--- src/rtl/dfps_pkg.sv ---
// ----------------------------------------------------------------------------
// dfps_pkg - shared types and constants of the feeder pump sequencer
// Phase codes, register indexes, count widths and the register file bundle.
// ----------------------------------------------------------------------------
package dfps_pkg;

	localparam int SLOT_COUNT = 6;
	localparam int COUNT_BITS = 20;

	localparam int FIELD_BITS = 20;
	localparam int WIDE_BITS  = 3 * FIELD_BITS;
	localparam int SLOT_BITS  = 3;
	localparam int CFG_IDX_W  = 4;
	localparam int SAT_BITS   = (COUNT_BITS > FIELD_BITS) ? COUNT_BITS : FIELD_BITS;

	typedef logic [COUNT_BITS-1:0] count_t;
	typedef logic [FIELD_BITS-1:0] field_t;
	typedef logic [WIDE_BITS-1:0]  wide_t;
	typedef logic [SLOT_BITS-1:0]  slot_t;
	typedef logic [CFG_IDX_W-1:0]  cfg_idx_t;

	typedef enum logic [2:0] {
		PH_WPRIME = 3'd0,
		PH_PAUSE  = 3'd1,
		PH_FPRIME = 3'd2,
		PH_FEED   = 3'd3,
		PH_UV     = 3'd4,
		PH_WASH   = 3'd5,
		PH_DARK   = 3'd6,
		PH_START  = 3'd7
	} phase_t;

	localparam cfg_idx_t REG_FEEDING     = 4'd0;
	localparam cfg_idx_t REG_WASH        = 4'd1;
	localparam cfg_idx_t REG_DARK_WAIT   = 4'd2;
	localparam cfg_idx_t REG_WASH_PRIME  = 4'd3;
	localparam cfg_idx_t REG_PRIME_PAUSE = 4'd4;
	localparam cfg_idx_t REG_FEED_PRIME  = 4'd5;
	localparam cfg_idx_t REG_ON_ODD      = 4'd6;
	localparam cfg_idx_t REG_ON_EVEN     = 4'd7;

	typedef struct packed {
		field_t feeding;
		field_t wash;
		field_t dark_wait;
		field_t wash_prime;
		field_t prime_pause;
		field_t feed_prime;
		wide_t  on_odd;
		wide_t  on_even;
	} dfps_cfg_t;

	typedef struct packed {
		logic   feed_pump_one;
		logic   feed_pump_two;
		logic   uv_lamp_one;
		logic   uv_lamp_two;
		logic   rinse_pump_one;
		logic   rinse_pump_two;
		logic   red_indicator;
		logic   green_indicator;
		slot_t  slot_number;
		phase_t phase_code;
	} dfps_drive_t;

	// Phase length: saturate to the counter, and never less than one tick.
	function automatic count_t ticks_of(field_t n);
		logic [SAT_BITS-1:0] w;
		logic [SAT_BITS-1:0] cap;
		w   = SAT_BITS'(n);
		cap = SAT_BITS'({COUNT_BITS{1'b1}});
		if (w > cap) w = cap;
		if (w == '0) w = SAT_BITS'(1);
		return COUNT_BITS'(w);
	endfunction

endpackage

--- src/rtl/dfps_ifs.sv ---
// ----------------------------------------------------------------------------
// dfps_ifs - channel interfaces of the feeder pump sequencer
// Tick input, drive output and register write channels, valid/ready each.
// ----------------------------------------------------------------------------
interface dfps_tick_if;
	logic valid;
	logic ready;
	logic light_present;

	modport source (output valid, output light_present, input ready);
	modport sink (input valid, input light_present, output ready);
endinterface

interface dfps_drive_if import dfps_pkg::*; ();
	logic       valid;
	logic       ready;
	logic       feed_pump_one;
	logic       feed_pump_two;
	logic       uv_lamp_one;
	logic       uv_lamp_two;
	logic       rinse_pump_one;
	logic       rinse_pump_two;
	logic       red_indicator;
	logic       green_indicator;
	logic [2:0] slot_number;
	logic [2:0] phase_code;

	modport source (output valid, output feed_pump_one, output feed_pump_two,
		output uv_lamp_one, output uv_lamp_two, output rinse_pump_one,
		output rinse_pump_two, output red_indicator, output green_indicator,
		output slot_number, output phase_code, input ready);
	modport sink (input valid, input feed_pump_one, input feed_pump_two,
		input uv_lamp_one, input uv_lamp_two, input rinse_pump_one,
		input rinse_pump_two, input red_indicator, input green_indicator,
		input slot_number, input phase_code, output ready);
endinterface

interface dfps_cfg_if import dfps_pkg::*; ();
	logic     valid;
	logic     ready;
	cfg_idx_t index;
	wide_t    data;

	modport source (output valid, output index, output data, input ready);
	modport sink (input valid, input index, input data, output ready);
endinterface

--- src/rtl/dfps_regs.sv ---
// ----------------------------------------------------------------------------
// dfps_regs - register file of the feeder pump sequencer
// Takes register write transactions and holds the phase counts and on-times.
// ----------------------------------------------------------------------------
module dfps_regs import dfps_pkg::*; (
	input  logic       clk,
	input  logic       arst_n,
	dfps_cfg_if.sink   cfg,
	output dfps_cfg_t  regs
);

	dfps_cfg_t regs_q;

	assign cfg.ready = 1'b1;
	assign regs      = regs_q;

	always_ff @(posedge clk or negedge arst_n) begin
		if (!arst_n) begin
			regs_q.feeding     <= FIELD_BITS'(600);
			regs_q.wash        <= FIELD_BITS'(300);
			regs_q.dark_wait   <= FIELD_BITS'(3600);
			regs_q.wash_prime  <= FIELD_BITS'(60);
			regs_q.prime_pause <= FIELD_BITS'(1);
			regs_q.feed_prime  <= FIELD_BITS'(60);
			regs_q.on_odd      <= '0;
			regs_q.on_even     <= '0;
		end else if (cfg.valid) begin
			case (cfg.index)
				REG_FEEDING:     regs_q.feeding     <= cfg.data[FIELD_BITS-1:0];
				REG_WASH:        regs_q.wash        <= cfg.data[FIELD_BITS-1:0];
				REG_DARK_WAIT:   regs_q.dark_wait   <= cfg.data[FIELD_BITS-1:0];
				REG_WASH_PRIME:  regs_q.wash_prime  <= cfg.data[FIELD_BITS-1:0];
				REG_PRIME_PAUSE: regs_q.prime_pause <= cfg.data[FIELD_BITS-1:0];
				REG_FEED_PRIME:  regs_q.feed_prime  <= cfg.data[FIELD_BITS-1:0];
				REG_ON_ODD:      regs_q.on_odd      <= cfg.data;
				REG_ON_EVEN:     regs_q.on_even     <= cfg.data;
				default: ;
			endcase
		end
	end

endmodule

--- src/rtl/dual_feeder_pump_sequencer_unit.sv ---
// ----------------------------------------------------------------------------
// dual_feeder_pump_sequencer_unit - timing sequencer for a two-feeder pump rig
// Steps prime stages and a loop of feeder slots, one drive word per tick.
// ----------------------------------------------------------------------------
// Usage:
//   tick  : one transaction per time tick, carrying the light sensor bit.
//   drive : one transaction per tick with every pump, lamp and LED line,
//           plus the current slot and phase code.
//   cfg   : register writes, always ready; a count is read on the first
//           tick of its phase, so a write applies from the next phase.
// The drive word for a tick is registered at the edge that takes the tick.
// Throughput is one tick per cycle while drive.ready holds, set by the single
// phase/slot/countdown register update done in that same cycle.
// A new tick is taken while the output register is empty or being emptied,
// so a stalled receiver holds the drive word and backpressures tick.ready.
// Reset starts the wash prime stage at slot 0 with the output empty and
// restores the register defaults.
// ----------------------------------------------------------------------------
module dual_feeder_pump_sequencer_unit import dfps_pkg::*; (
	input  logic         clk,
	input  logic         arst_n,
	dfps_tick_if.sink    tick,
	dfps_drive_if.source drive,
	dfps_cfg_if.sink     cfg
);

	dfps_cfg_t   regs;
	phase_t      phase_q, cur_phase, nxt_phase;
	slot_t       slot_q, nxt_slot;
	count_t      rem_q, cur_rem, load_rem, left;
	field_t      dur_sel, on_time;
	wide_t       on_reg;
	logic [SLOT_BITS:0] slot_inc;
	logic        two;
	logic        take;
	logic        valid_q;
	dfps_drive_t res, drive_s1;

	dfps_regs u_regs (
		.clk    (clk),
		.arst_n (arst_n),
		.cfg    (cfg),
		.regs   (regs)
	);

	assign tick.ready = !valid_q || drive.ready;
	assign take       = tick.valid && tick.ready;

	always_comb begin
		cur_phase = phase_q;
		cur_rem   = rem_q;
		if (phase_q == PH_START) begin
			cur_phase = tick.light_present ? PH_FEED : PH_DARK;
			cur_rem   = '0;
		end

		// Slots alternate registers; slots past the third pair have no field.
		on_reg = slot_q[0] ? regs.on_even : regs.on_odd;
		case (slot_q[SLOT_BITS-1:1])
			2'd0:    on_time = on_reg[FIELD_BITS-1:0];
			2'd1:    on_time = on_reg[2*FIELD_BITS-1:FIELD_BITS];
			2'd2:    on_time = on_reg[3*FIELD_BITS-1:2*FIELD_BITS];
			default: on_time = '0;
		endcase

		case (cur_phase)
			PH_WPRIME: dur_sel = regs.wash_prime;
			PH_PAUSE:  dur_sel = regs.prime_pause;
			PH_FPRIME: dur_sel = regs.feed_prime;
			PH_FEED:   dur_sel = regs.feeding;
			PH_UV:     dur_sel = on_time;
			PH_WASH:   dur_sel = regs.wash;
			default:   dur_sel = regs.dark_wait;
		endcase

		load_rem = (cur_rem == '0) ? ticks_of(dur_sel) : cur_rem;
		left     = load_rem - COUNT_BITS'(1);

		two = slot_q[0];
		res = '0;
		case (cur_phase)
			PH_WPRIME: begin
				res.rinse_pump_one  = 1'b1;
				res.rinse_pump_two  = 1'b1;
				res.red_indicator   = 1'b1;
				res.green_indicator = 1'b1;
			end
			PH_FPRIME: begin
				res.feed_pump_one   = 1'b1;
				res.feed_pump_two   = 1'b1;
				res.red_indicator   = 1'b1;
				res.green_indicator = 1'b1;
			end
			PH_FEED: begin
				res.feed_pump_one   = !two;
				res.uv_lamp_one     = !two;
				res.red_indicator   = !two;
				res.feed_pump_two   = two;
				res.uv_lamp_two     = two;
				res.green_indicator = two;
			end
			PH_UV: begin
				res.uv_lamp_one = !two;
				res.uv_lamp_two = two;
			end
			PH_WASH: begin
				res.rinse_pump_one  = !two;
				res.rinse_pump_two  = two;
				res.red_indicator   = 1'b1;
				res.green_indicator = 1'b1;
			end
			default: ;
		endcase
		res.slot_number = slot_q;
		res.phase_code  = cur_phase;

		slot_inc  = {1'b0, slot_q} + (SLOT_BITS+1)'(1);
		nxt_phase = cur_phase;
		nxt_slot  = slot_q;
		if (left == '0) begin
			case (cur_phase)
				PH_WPRIME: nxt_phase = PH_PAUSE;
				PH_PAUSE:  nxt_phase = PH_FPRIME;
				PH_FPRIME: begin
					nxt_phase = PH_START;
					nxt_slot  = '0;
				end
				PH_FEED:   nxt_phase = PH_UV;
				PH_UV:     nxt_phase = PH_WASH;
				default: begin
					// end of wash or dark wait: move to the next slot
					nxt_phase = PH_START;
					nxt_slot  = (slot_inc >= (SLOT_BITS+1)'(SLOT_COUNT)) ? '0 :
						slot_inc[SLOT_BITS-1:0];
				end
			endcase
		end
	end

	always_ff @(posedge clk or negedge arst_n) begin
		if (!arst_n) begin
			phase_q <= PH_WPRIME;
			slot_q  <= '0;
			rem_q   <= '0;
			valid_q <= 1'b0;
		end else begin
			if (take) begin
				phase_q <= nxt_phase;
				slot_q  <= nxt_slot;
				rem_q   <= left;
			end
			if (take) valid_q <= 1'b1;
			else if (drive.ready) valid_q <= 1'b0;
		end
	end

	always_ff @(posedge clk) begin
		if (take) drive_s1 <= res;
	end

	assign drive.valid           = valid_q;
	assign drive.feed_pump_one   = drive_s1.feed_pump_one;
	assign drive.feed_pump_two   = drive_s1.feed_pump_two;
	assign drive.uv_lamp_one     = drive_s1.uv_lamp_one;
	assign drive.uv_lamp_two     = drive_s1.uv_lamp_two;
	assign drive.rinse_pump_one  = drive_s1.rinse_pump_one;
	assign drive.rinse_pump_two  = drive_s1.rinse_pump_two;
	assign drive.red_indicator   = drive_s1.red_indicator;
	assign drive.green_indicator = drive_s1.green_indicator;
	assign drive.slot_number     = drive_s1.slot_number;
	assign drive.phase_code      = drive_s1.phase_code;

endmodule
--- src/flat_wrapper.sv ---
// flat-port wrapper written by rule: the top's interface ports become plain ports
module dual_feeder_pump_sequencer_unit_flat import dfps_pkg::*;
  (clk, arst_n, tick_valid, tick_light_present, tick_ready, drive_valid, drive_feed_pump_one, drive_feed_pump_two, drive_uv_lamp_one, drive_uv_lamp_two, drive_rinse_pump_one, drive_rinse_pump_two, drive_red_indicator, drive_green_indicator, drive_slot_number, drive_phase_code, drive_ready, cfg_valid, cfg_index, cfg_data, cfg_ready);
  dfps_tick_if tick_i ();
  dfps_drive_if drive_i ();
  dfps_cfg_if cfg_i ();
  input  logic clk;
  input  logic arst_n;
  input wire logic [$bits(tick_i.valid)-1:0] tick_valid;
  input wire logic [$bits(tick_i.light_present)-1:0] tick_light_present;
  output wire logic [$bits(tick_i.ready)-1:0] tick_ready;
  output wire logic [$bits(drive_i.valid)-1:0] drive_valid;
  output wire logic [$bits(drive_i.feed_pump_one)-1:0] drive_feed_pump_one;
  output wire logic [$bits(drive_i.feed_pump_two)-1:0] drive_feed_pump_two;
  output wire logic [$bits(drive_i.uv_lamp_one)-1:0] drive_uv_lamp_one;
  output wire logic [$bits(drive_i.uv_lamp_two)-1:0] drive_uv_lamp_two;
  output wire logic [$bits(drive_i.rinse_pump_one)-1:0] drive_rinse_pump_one;
  output wire logic [$bits(drive_i.rinse_pump_two)-1:0] drive_rinse_pump_two;
  output wire logic [$bits(drive_i.red_indicator)-1:0] drive_red_indicator;
  output wire logic [$bits(drive_i.green_indicator)-1:0] drive_green_indicator;
  output wire logic [$bits(drive_i.slot_number)-1:0] drive_slot_number;
  output wire logic [$bits(drive_i.phase_code)-1:0] drive_phase_code;
  input wire logic [$bits(drive_i.ready)-1:0] drive_ready;
  input wire logic [$bits(cfg_i.valid)-1:0] cfg_valid;
  input wire logic [$bits(cfg_i.index)-1:0] cfg_index;
  input wire logic [$bits(cfg_i.data)-1:0] cfg_data;
  output wire logic [$bits(cfg_i.ready)-1:0] cfg_ready;
  assign tick_i.valid = tick_valid;
  assign tick_i.light_present = tick_light_present;
  assign tick_ready = tick_i.ready;
  assign drive_valid = drive_i.valid;
  assign drive_feed_pump_one = drive_i.feed_pump_one;
  assign drive_feed_pump_two = drive_i.feed_pump_two;
  assign drive_uv_lamp_one = drive_i.uv_lamp_one;
  assign drive_uv_lamp_two = drive_i.uv_lamp_two;
  assign drive_rinse_pump_one = drive_i.rinse_pump_one;
  assign drive_rinse_pump_two = drive_i.rinse_pump_two;
  assign drive_red_indicator = drive_i.red_indicator;
  assign drive_green_indicator = drive_i.green_indicator;
  assign drive_slot_number = drive_i.slot_number;
  assign drive_phase_code = drive_i.phase_code;
  assign drive_i.ready = drive_ready;
  assign cfg_i.valid = cfg_valid;
  assign cfg_i.index = cfg_index;
  assign cfg_i.data = cfg_data;
  assign cfg_ready = cfg_i.ready;
  dual_feeder_pump_sequencer_unit u_core (.clk(clk), .arst_n(arst_n), .tick(tick_i), .drive(drive_i), .cfg(cfg_i));
endmodule
--- config.mk ---
export PLATFORM = sky130hd
export DESIGN_NAME = dual_feeder_pump_sequencer_unit_flat
export DESIGN_NICKNAME = d
export VERILOG_FILES = /design/src/rtl/dfps_pkg.sv /design/src/rtl/dfps_ifs.sv /design/src/rtl/dfps_regs.sv /design/src/rtl/dual_feeder_pump_sequencer_unit.sv /design/src/flat_wrapper.sv
export SDC_FILE = /design/constraint.sdc
export NUM_CORES = 1
export LEC_CHECK = 0
export ABC_AREA = 1
export BUFFER_PORTS_ARGS = -buffer_cell sky130_fd_sc_hd__buf_2
export CAP_MARGIN = 20
export CORE_ASPECT_RATIO = 1.5
export CORE_MARGIN = 5
export CORE_UTILIZATION = 65
export CTS_BUF_LIST = sky130_fd_sc_hd__clkbuf_8
export CTS_CLUSTER_SIZE = 14
export DETAILED_ROUTE_END_ITERATION = 12
export GPL_TIMING_DRIVEN = 0
export HOLD_SLACK_MARGIN = 0.15
export PLACE_DENSITY = 0.81
export SYNTH_ARGS = -nofsm -noshare
export SYNTH_HDL_FRONTEND = slang
export SYNTH_SLANG_ARGS = --single-unit
export TNS_END_PERCENT = 30
--- constraint.sdc ---
create_clock -name clk -period 10 [get_ports clk]
set_input_delay 2 -clock clk [delete_from_list [all_inputs] [get_ports clk]]
set_output_delay 2 -clock clk [all_outputs]
set_load 0.005 [all_outputs]
-- Yosys cells after proc, flatten, opt, wreduce, memory -nomap -nowiden
Cells that the tools add are included.
- output and inout bits: 17
- bits in registers: 281
- logic and storage cells: 83
- $add $sub $neg: 2
- bitwise logic cells: 1
- order comparisons: 2
- reduce and logical (&&, ||, !) cells: 23
- equal/unequal tests: 15
- multiplexer cells: 18
- operators by type and width (operator ; count):
    $pmux 20 s6 ; 1
    $mux 20 ; 4
    $logic_not 20->1 ; 3
    $mux 60 ; 1
    $pmux 20 s3 ; 1
    $gt 20x20->1 const B ; 1
    $sub 20x1->20 const B ; 1
    $eq 4x3->1 const B ; 4
    $reduce_and 2->1 ; 8
    $mux 3 ; 4
    $pmux 2 s2 ; 3
    $pmux 3 s4 ; 1
    $eq 3x3->1 const B ; 3
    $eq 4x2->1 const B ; 2
    $eq 3x2->1 const B ; 2
    $pmux 3 s2 ; 1
    $add 3x1->4 const B ; 1
    $eq 4x1->1 const B ; 1
    $ge 4x3->1 const B ; 1
    $logic_not 4->1 ; 1
    $reduce_or 4->1 ; 1
    $eq 3x1->1 const B ; 1
    $logic_not 3->1 ; 1
    $reduce_and 3->1 ; 1
    11 further kinds ; 13

-- Logic depth before layout (Yosys ltp)
- word-level depth: 12
- mapped depth: 34
- gate-level depth less buffers: 32

-- By module
From an unflattened synthesis, not the netlist that was laid out.
- cells, all modules: 2044
- area, all modules: 15172.1 um^2
- by module, submodules not included (module ; cells an instance ; area each (um^2) ; seq. area each (um^2) ; times used):
    dfps_regs ; 1163 ; 10139.7 ; 6032.0 ; 1
    dual_feeder_pump_sequencer_unit ; 881 ; 5032.3 ; 1096.1 ; 1

-- Worst setup path after synthesis
OpenSTA, ideal clock, no wires.
- kind: input port to flip-flop
- start point: in tick_light_present
- end point: reg u_core.phase_q[1]
- path buffers: 2
- data arrival time: 4779 ps
- required time: 9881 ps
- stages on the path: 29
- slack: 5102 ps
- cell sequence: inv_1 a21oi_2 inv_2 buf_2 nor2_1 nor2_1 nand3_1 nand2_1 nand2_1 nor2_1 nand2_1 nor2_1 nand2_1 nand2_1 nand2_1 buf_2 ha_1 nand3_1 nor2_1 inv_2 nor2_4 nand2_2 nor3_2 xnor2_1 nand3_1 nor2_2 nand2_1 o21ai_1 nand2_1
- word-level cells in the longest chain between the ends: 12
- elaborated cells on any way between the ends: 18
- RTL lines (element ; RTL line ; source):
    start, declared ; flat_wrapper.sv:10 ; input wire logic [$bits(tick_i.light_present)-1:0] tick_light_present;
    $mux 3 (*) ; dual_feeder_pump_sequencer_unit.sv:53 ; cur_phase = tick.light_present ? PH_FEED : PH_DARK;
    $mux 3 (*) ; dual_feeder_pump_sequencer_unit.sv:52 ; if (phase_q == PH_START) begin
    $eq 3x3->1, or another cell as far along ; dual_feeder_pump_sequencer_unit.sv:66 ; case (cur_phase)
    $pmux 20 s6 (*) ; dual_feeder_pump_sequencer_unit.sv:66 ;
    $gt 20x20->1 ; dfps_pkg.sv:72 ; if (w > cap) w = cap;
    $mux 20 (*) ; dfps_pkg.sv:72 ;
    $logic_not 20->1 ; dfps_pkg.sv:73 ; if (w == '0) w = SAT_BITS'(1);
    $mux 20 (*) ; dfps_pkg.sv:73 ;
    $mux 20 (*) ; dual_feeder_pump_sequencer_unit.sv:76 ; load_rem = (cur_rem == '0) ? ticks_of(dur_sel) : cur_rem;
    $sub 20x1->20 (*) ; dual_feeder_pump_sequencer_unit.sv:77 ; left = load_rem - COUNT_BITS'(1);
    named net u_core.left[0] ; dual_feeder_pump_sequencer_unit.sv:30 ; count_t rem_q, cur_rem, load_rem, left;
    $logic_not 20->1 (*) ; dual_feeder_pump_sequencer_unit.sv:120 ; if (left == '0) begin
    $mux 3 (*) ; dual_feeder_pump_sequencer_unit.sv:120 ;
    end signal, assigned ; dual_feeder_pump_sequencer_unit.sv:148 ; phase_q <= nxt_phase;
    end, declared ; dual_feeder_pump_sequencer_unit.sv:28 ; phase_t phase_q, cur_phase, nxt_phase;
Mark *: on every way through the listed nets, which the timed path passes. The rest lies on a longest branch.
A chain may end at the register's enable or synchronous reset.

-- Worst setup path in the final report
- start point: in tick_light_present
- end point: reg u_core.slot_q[0]
- word-level cells in the longest chain between the ends: 12
- elaborated cells on any way between the ends: 20
- RTL lines (element ; RTL line ; source):
    $mux 3 (*) ; dual_feeder_pump_sequencer_unit.sv:53 ;
    $mux 3 (*) ; dual_feeder_pump_sequencer_unit.sv:52 ;
    $eq 3x3->1, or another cell as far along ; dual_feeder_pump_sequencer_unit.sv:66 ;
    $pmux 20 s6 (*) ; dual_feeder_pump_sequencer_unit.sv:66 ;
    $gt 20x20->1 ; dfps_pkg.sv:72 ;
    $mux 20 (*) ; dfps_pkg.sv:72 ;
    $logic_not 20->1 ; dfps_pkg.sv:73 ;
    $mux 20 (*) ; dfps_pkg.sv:73 ;
    $mux 20 (*) ; dual_feeder_pump_sequencer_unit.sv:76 ;
    $sub 20x1->20 (*) ; dual_feeder_pump_sequencer_unit.sv:77 ;
    named net u_core.left[0] ; dual_feeder_pump_sequencer_unit.sv:30 ;
    $logic_not 20->1 (*) ; dual_feeder_pump_sequencer_unit.sv:120 ;
    $reduce_and 3->1 (no source line) (*) ; n/a ;
    end signal, assigned ; dual_feeder_pump_sequencer_unit.sv:149 ; slot_q <= nxt_slot;
    end, declared ; dual_feeder_pump_sequencer_unit.sv:29 ; slot_t slot_q, nxt_slot;
Marks and branches as above.

==> results.cfg <==
[run_status]
status = finished, final reports clean

[global_routing]
grt.total_usage_pct = 33.6
first_global_vias = 12800
grt_pass1_wl_mm = 64.8
grt-ovfl-total = 0
grt_max_degree = 117
antenna_found_initial = 0

[setup_path]
path_buf_inv = 6
cp_slowest_cell = a21oi_2
cp.depth = 31
cp_common_cell = nand2_1
arrival_ns = 6.18
critPathLaunchType = input pin
crit_fanout = 10
r2r_cells = 28
critPathMaxStageDelay_ns = 0.48
path_class = input pin to flip-flop
crit_family = simple AND/OR/NAND/NOR gates
worstSetupEndpointType = flip-flop
crit_required_ns = 10.44

[die]
core_sq_um = 21100
die_area_sq_um = 24400
boundaryPins = 87
start_util_pct = 65.9
die_y_microns = 189
rows = 65
fp.dieW_microns = 129

[detailed_routing]
antenna_left = 0
drtIter0Drc = 1054
viasPerCell = 5.67
wire_per_inst_microns = 17.8
vias = 12800
first_pass_iters = 5
postRouteWirelength_mm = 40.2
drc = 0

[power_and_ir_drop]
power_frac_clock_pct = 27.6
seqPwrFrac_pct = 46.1
ir_drop_uv = 140
p_sw_share_pct = 34.9
totalPowerFinal_uw = 3330
p_leak_uw = 0.00797
powerDensity_nw_per_um2 = 214
p_sw_uw = 1160
internal_power_uw = 2170
p_comb_share_pct = 26.3

[min_path]
hp-class = flip-flop to flip-flop
min_path_cells = 2

[synth]
syn_area_per_cell_sq_um = 7.62
synth_cell_types = 38
syn-num-nets = 1896
syn_area_sq_um = 13900
ys_warn_count = 0
yosys_register_bits = 281
syn_inst = 1822
seq_area_frac_synth_pct = 51.4

[placed_design]
hpwlAfterDp_mm = 29.4
port_buffers = 85
gp_congestion = 1.01

[timing]
slew_violations = 0
layout_min_cycle_time_ns = 5.75
max_slew.worst_pin.slew_ns = 0.743
fin_skew_ns = 0.0207
rsz0062_at_grt = no
finalCritPeriodShare_pct = 57.5
fin_tns_setup_ns = 0
maxSlewHeadroom_pct = 50.5
finalHoldViolCount = 0
setup_violations = 0
max_freq_ghz = 0.174

[clock_tree]
clock_tree.buffer_depth = 3
worstSkewPairLatency_ns = 0.55
htree_levels = 2
clock_sink_count = 281
cts_buffers = 42
path_clk_slew_ns = 0.06
cts_setup_buffers = 0
cts_tree = built
ctsResizeCount = 0
cts_hold_buf = 0
cts_root_buf = clkbuf_8

[finish]
drive_gt1_share_pct = 12.2
final_nets = 2027
multi_input_comb_area_sq_um = 5560
regArea_sq_um = 7130
fill_cells = 1786
area_growth_pct = 11.9
antennaDiodeCount = 0

[job]
drv_cap = 0
-- synth_stat cells --
master	n	area, sq um
nand3b_1	2	15.0
xor2_2	1	16.3
a21boi_0	2	15.0
o221ai_1	1	8.76
edfxtp_1	14	420
dfstp_2	21	552
nand2_2	3	18.8
ha_1	4	50.1
o21ai_0	269	1350
o21ai_4	1	16.3
o21ai_1	8	40.0
a21oi_2	1	8.76
nand3_1	133	666
nand2_1	614	2300
nand3_2	1	10.0
nor3_2	1	10.0
inv_2	15	56.3
nand4_1	37	231
buf_2	18	90.1
xor2_1	6	52.6
o211ai_2	1	12.5
or2_2	15	93.8
xnor2_1	2	17.5
a31oi_1	2	12.5
o211ai_1	6	45.0
conb_1	1	3.75
clkbuf_1	68	255
or2_1	6	37.5
inv_1	195	732
nor2_1	94	353
nor2_4	4	45.0
buf_6	1	11.3
nor2_2	6	37.5
a21oi_1	13	65.1
dfrtp_1	246	6160
o21ai_2	3	26.3
buf_1	1	3.75
buf_4	6	45.0
-- cells in the final DEF, fill, tap and decap left out, types with 4 or more instances in the layout --
cell | netlist | layout
nand2_1 | 614 | 614
o21ai_0 | 269 | 269
dfrtp_1 | 246 | 246
inv_1 | 195 | 208
nand3_1 | 133 | 133
buf_2 | 18 | 102
nor2_1 | 94 | 94
clkbuf_1 | 68 | 68
clkbuf_8 | 0 | 52
nand4_1 | 37 | 37
dfstp_2 | 21 | 21
or2_2 | 15 | 15
inv_2 | 15 | 15
edfxtp_1 | 14 | 14
a21oi_1 | 13 | 13
o21ai_1 | 8 | 8
or2_1 | 6 | 6
o211ai_1 | 6 | 6
buf_4 | 6 | 6
nor2_2 | 6 | 6
xor2_1 | 6 | 6
clkinv_1 | 0 | 5
nor2_4 | 4 | 4
ha_1 | 4 | 4
-- flip-flops by register name, indices dropped and copies added, names as in the netlist, 3 cells and up --
register / count
u_core.drive.slot_number: 3
u_core.phase_q: 3
u_core.u_regs.regs: 240
u_core.drive.phase_code: 3
u_core.slot_q: 3
u_core.rem_q: 20
-- worst register-to-register path, delay by kind of cell (launching register included) --
kind            cells  cell delay (ns)
flops               1             0.45
compound gates      1             0.29
buf+inv             4             0.99
fa+ha+maj           1             0.23
simple gates       22             2.82
-- power groups by stage --
stage	Clock, uW	Sequential, uW	Combinational [uW]
6_report	919	1530	875
5_1_grt	974	1560	995
4_1_cts	924	1530	867
3_5_place_dp	0	1540	862
3_3_place_gp	0	1540	835
2_1_floorplan	0	1510	620
-- stage by stage --
stage	instance area (sq um)	util [%]	setup slack [ns]	instances	hold WS, ns
global placement	14600	69.5	2.20	2175	0.457
CTS	15500	73.7	4.35	2253	0.480
finish	15500	73.7	4.25	2253	0.479
detailed placement	14700	69.8	3.81	2177	0.464
floorplan	13900	-	5.10	1822	0.445
global route	15500	73.7	3.93	2253	0.488
-- metal layers --
metal  GRT usage, %  wire length (microns)  part of all wire [%]  vias up
li1               -                      -                     -     6045
met1           40.4                  14700                    37     5956
met2           56.5                  19900                    49      612
met3           4.69                   2800                   7.0      167
met4           20.9                   2810                   7.0        0
met5              0                      0                     0        -
-- cell families (layout without fill, tap and decap cells) --
| group | after synthesis | count (layout) | synth area share (%) |
|---|---|---|---|
| other cells | 1 | 1 | 0.0270 |
| fa+ha+maj | 4 | 4 | 0.361 |
| buf+inv | 304 | 467 | 8.60 |
| simple gates | 916 | 916 | 27.5 |
| flops | 281 | 281 | 51.4 |
| compound gates | 307 | 307 | 11.5 |
| xor+xnor | 9 | 9 | 0.622 |
-- final cells by class --
| cell class | instances | area share [%] |
|---|---|---|
| plain buffers | 94 | 2.61 |
| clock inverters | 24 | 0.677 |
| multi-input cells | 1237 | 35.8 |
| repair buffers | 87 | 3.16 |
| inverters | 210 | 5.08 |
| clock buffers | 52 | 4.61 |
| well taps | 268 | 2.16 |
| flip-flops and latches | 281 | 45.9 |
-- final timing paths --
| kind | from | end | slack (ns) |
|---|---|---|---|
| worst max-delay path | tick_light_present | u_core.slot_q[0] | 4.25 |
| worst min-delay path | u_core.u_regs.regs[111] | u_core.u_regs.regs[111] | 0.48 |
| worst max register to register | u_core.slot_q[2] | u_core.slot_q[0] | 5.13 |
| worst min register to register | u_core.u_regs.regs[111] | u_core.u_regs.regs[111] | 0.48 |
| max in group asynchronous | arst_n | u_core.u_regs.regs[24] | 7.64 |
| min in group asynchronous | arst_n | u_core.u_regs.regs[149] | 1.40 |
(Power assumes the default switching activity.)
